[src/rtl/mtl_pkg.sv]
`default_nettype none
package mtl_pkg;

  localparam int unsigned ENTRIES = 64;
  localparam int unsigned IDX_W   = $clog2(ENTRIES);
  localparam int unsigned CNT_W   = $clog2(ENTRIES + 1);
  localparam int unsigned CFG_W   = 7;

  localparam logic [CFG_W-1:0] CFG_RESET = CFG_W'(64);

  typedef enum logic [1:0] {
    KIND_FIND_FIRST = 2'd0,
    KIND_FIND_NEXT  = 2'd1,
    KIND_INSERT     = 2'd2,
    KIND_REUSE      = 2'd3
  } kind_e;

  typedef struct packed {
    logic             valid;
    logic             cur;
    logic [IDX_W-1:0] slot;
    logic [31:0]      pc;
    logic [31:0]      next_pc;
    logic [31:0]      serial;
    logic [31:0]      uses;
  } entry_t;

  typedef struct packed {
    logic shift;
    logic cur_clr;
    logic cur_set;
  } cell_ctl_t;

endpackage
`default_nettype wire

[src/rtl/mtl_cell.sv]
`default_nettype none
module mtl_cell (
  input  wire logic                       clk_i,
  input  wire logic                       rst_ni,
  input  wire mtl_pkg::entry_t            prev_i,
  input  wire mtl_pkg::cell_ctl_t         ctl_i,
  input  wire logic [31:0]                key_pc_i,
  input  wire logic [mtl_pkg::IDX_W-1:0]  key_slot_i,
  output mtl_pkg::entry_t                 entry_o,
  output logic                            match_o,
  output logic                            slot_hit_o
);

  mtl_pkg::entry_t entry_q, entry_d;
  logic            match_q, slot_hit_q;

  always_comb begin
    entry_d = entry_q;
    if (ctl_i.shift) begin
      entry_d = prev_i;
    end else if (ctl_i.cur_clr) begin
      entry_d.cur = ctl_i.cur_set;
    end
  end

  always_ff @(posedge clk_i or negedge rst_ni) begin
    if (!rst_ni) begin
      entry_q    <= '0;
      match_q    <= 1'b0;
      slot_hit_q <= 1'b0;
    end else begin
      entry_q    <= entry_d;
      match_q    <= entry_q.valid && (entry_q.pc == key_pc_i);
      slot_hit_q <= entry_q.valid && (entry_q.slot == key_slot_i);
    end
  end

  assign entry_o    = entry_q;
  assign match_o    = match_q;
  assign slot_hit_o = slot_hit_q;

endmodule
`default_nettype wire
[config.mk]
export PLATFORM = sky130hd
export DESIGN_NAME = mtl_cell
export DESIGN_NICKNAME = d
export VERILOG_FILES = /design/src/rtl/mtl_pkg.sv /design/src/rtl/mtl_cell.sv
export SDC_FILE = /design/constraint.sdc
export NUM_CORES = 1
export LEC_CHECK = 0
export BUFFER_PORTS_ARGS = -buffer_cell sky130_fd_sc_hd__clkbuf_2
export CAP_MARGIN = 20
export CELL_PAD_IN_SITES_DETAIL_PLACEMENT = 2
export CELL_PAD_IN_SITES_GLOBAL_PLACEMENT = 2
export CORE_ASPECT_RATIO = 1.1
export CORE_MARGIN = 3
export CORE_UTILIZATION = 29
export DETAILED_ROUTE_END_ITERATION = 10
export HOLD_SLACK_MARGIN = 0.08
export PLACE_DENSITY_LB_ADDON = 0.1
export SKIP_CTS_REPAIR_TIMING = 1
export SLEW_MARGIN = 20
export SYNTH_ARGS = -nofsm -noshare
export SYNTH_HDL_FRONTEND = slang
export SYNTH_SLANG_ARGS = --single-unit
[constraint.sdc]
create_clock -name clk_i -period 1.8 [get_ports clk_i]
set_input_delay 0.27 -clock clk_i [delete_from_list [all_inputs] [get_ports clk_i]]
set_output_delay 0.27 -clock clk_i [all_outputs]
set_load 0.02 [all_outputs]
==> impl_metrics.tcl <==
set metrics [dict create \
    outcome "completed" \
    clock_path_buffers 2 \
    syn_to_final_growth_pct 47.3 \
    ys_async_sr_fraction_pct 100 \
    drive_above_1_share_pct 70.7 \
    antenna_found_initial 1 \
    syn-mean-instance-area_sq_um 16.1 \
    cts_root_buf "clkbuf_16" \
    track_usage_pct 16.9 \
    grt_pass1_wl_um 26400 \
    yosysSeqAreaShare_pct 62.6 \
    fillers 1955 \
    hpwl_um 13900 \
    finalSetupTns_ns 0 \
    fin_crit_sh_pct 78.9 \
    cap_violations 0 \
    finalCoreUtilization_pct 43.9 \
    dieArea_sq_mm 0.0207 \
    rsz0062_at_grt "no" \
    slew_violations 0 \
    insertion_delay_ns 0.41 \
    fin_crit_ns 1.42 \
    wl_um 17900 \
    startpoint_type "flip-flop" \
    use_met2_pct 30.3 \
    synth_cell_type_count 14 \
    drtIter0Drc 103 \
    grt_start_max_net_pins 80 \
    power.density_mw_per_mm2 1080 \
    yosysTopAreaCellShare_pct 62.6 \
    cp_num_buf_inv 0 \
    io_pins 317 \
    cts_tree "built" \
    use_met1_pct 17.2 \
    timing.fmax_mhz 704 \
    clock_skew_ns 0.0102 \
    overflow 0 \
    relSlewSlack_pct 67.6 \
    endpoint_kind "flip-flop" \
    worstPathMaxFanout 3 \
    hold_violations 0 \
    synth.top_cells.by_count "dfrtp_1 (138), mux2_2 (135), xor2_1 (34), buf_4 (13), nor4_1 (8)" \
    placedCellCount 895 \
    ant_nets 0 \
    synth_area_sq_mm 0.00552 \
    num_rows 52 \
    fin_nets 860 \
    setup_viol 0 \
    critPathSlowestCell "dfrtp_1" \
    cts-htree-levels 4 \
    ys.flop_type "dfrtp_1" \
    cts-buffers-inserted 17 \
    vias 4164 \
    wl_per_cell_um 19.0 \
    busiest_layer "met2" \
    tightest_slew_ns 0.486 \
    worstPathArrival_ns 1.75 \
    synth_edf_count 0 \
    leakage_nw 4.02 \
    worstPathCellList "xor2_1, nor4_1, nand4_1, nor3_2" \
    synthTopCellsByArea "dfrtp_1 (63%), mux2_2 (28%), xor2_1 (5.4%)" \
    initial_core_util_pct 29.8 \
    criticalPathCategory "flip-flop to flip-flop" \
    holdWs_ns 0.0820 \
    peakVddDrop_mv 0.675 \
    first_pass_iters 4 \
    hp-class "input pin to flip-flop" \
    power.total_w 0.00880 \
    path_clk_slew_ns 0.06 \
    syn_nets 522 \
    synth-warning-count 0 \
    clkSinkCount 138 \
    gp_congestion 0.732 \
    instances_no_fill 939 \
    drc 0 \
    via_per_inst 4.43 \
    portBuffers 316 \
    grt_pass1_vias 4677 \
    critPathMaxStageDelay_ns 0.40 \
    core-area_sq_mm 0.0185 \
    yosysMostFrequentCell "dfrtp_1" \
    die_w_um 138 \
    die_h_um 151 \
    synth_largest_area_cell "dfrtp_1" \
    synth_seq_cells 138 \
    crit_required_ns 2.13 \
    cpLargestDelayFamily "simple AND/OR/NAND/NOR gates" \
    netlist_instances 343 \
    met3_usage_pct 6.89 \
]
-- final timing paths --
| kind | start | to | slack (ns) | cells after the start |
|---|---|---|---|---|
| worst max-delay path | entry_o[107] | match_o | 0.38 | 4 |
| worst min-delay path | prev_i[134] | entry_o[134] | 0.08 | 3 |
| worst max register to register | entry_o[107] | match_o | 0.38 | 4 |
| worst min register to register | entry_o[31] | entry_o[31] | 0.51 | 1 |
| max in group asynchronous | rst_ni | entry_o[31] | 0.85 | 3 |
| min in group asynchronous | rst_ni | slot_hit_o | 0.36 | 2 |
-- logic make-up after synthesis --
logic type | Yosys count | synth area share (%)
flip-flops | 138 | 62.6
multiplexers | 136 | 27.7
XOR/XNOR | 38 | 6.03
AND/OR/NAND/NOR | 15 | 1.65
AO/OA/AOI/OAI | 1 | 0.0906
buffers and inverters | 15 | 1.95
-- registers in the layout, summed over array words and instances, names as in the netlist --
signal / count
match_o: 1
entry_o: 136
slot_hit_o: 1
-- worst reg2reg max path, stage by stage (launching register included) --
cell	delay, ns
dfrtp_1	0.40
xor2_1	0.15
nor4_1	0.38
nand4_1	0.22
nor3_2	0.20
-- power by group --
part	internal (W)	switching (W)	leakage [nW]	total (W)
Sequential	0.00341	0.000210	1.62	0.00362
Combinational	0.000699	0.000875	2.12	0.00157
Clock	0.00223	0.00137	0.286	0.00360
Total	0.00634	0.00246	4.02	0.00880
-- layout by cell type (no fill, tap or decap), types with 2 or more instances in the layout --
master | netlist | layout
bufinv_16 | 0 | 3
nand3_1 | 2 | 2
nor4_1 | 8 | 8
mux2_2 | 135 | 135
dfrtp_1 | 138 | 138
clkbuf_2 | 0 | 314
inv_6 | 0 | 2
xor2_1 | 34 | 34
xnor2_1 | 4 | 4
nand4_1 | 2 | 2
clkinv_4 | 0 | 3
buf_12 | 0 | 4
dlygate4sd3_1 | 0 | 10
buf_4 | 13 | 5
clkinvlp_4 | 0 | 4
clkbuf_16 | 0 | 17
diode_2 | 0 | 2
-- routing by layer --
metal / part of all wire [%] / vias up
met1: 33 / 2061
met2: 54 / 196
li1: - / 1889
met5: 0 / -
met3: 11 / 18
met4: 1.9 / 0
-- layout make-up --
| cell class | count | area (sq um) | share of cell area (%) |
|---|---|---|---|
| sequential | 138 | 3450 | 42.5 |
| multi-input combinational | 190 | 1960 | 24.1 |
| timing repair buffer | 334 | 1800 | 22.1 |
| clock buffer | 19 | 443 | 5.45 |
| tap | 243 | 304 | 3.74 |
| clock inverter | 13 | 169 | 2.08 |
| antenna | 2 | 5.00 | 0.0615 |
-- stage by stage --
stage	cell area, sq um	setup slack [ns]
2_1_floorplan	5520	0.549
3_3_place_gp	7420	0.294
3_5_place_dp	7420	0.321
4_1_cts	8030	0.308
5_1_grt	8130	0.192
6_report	8130	0.380
No activity file was read; power rests on OpenSTA's default activity.
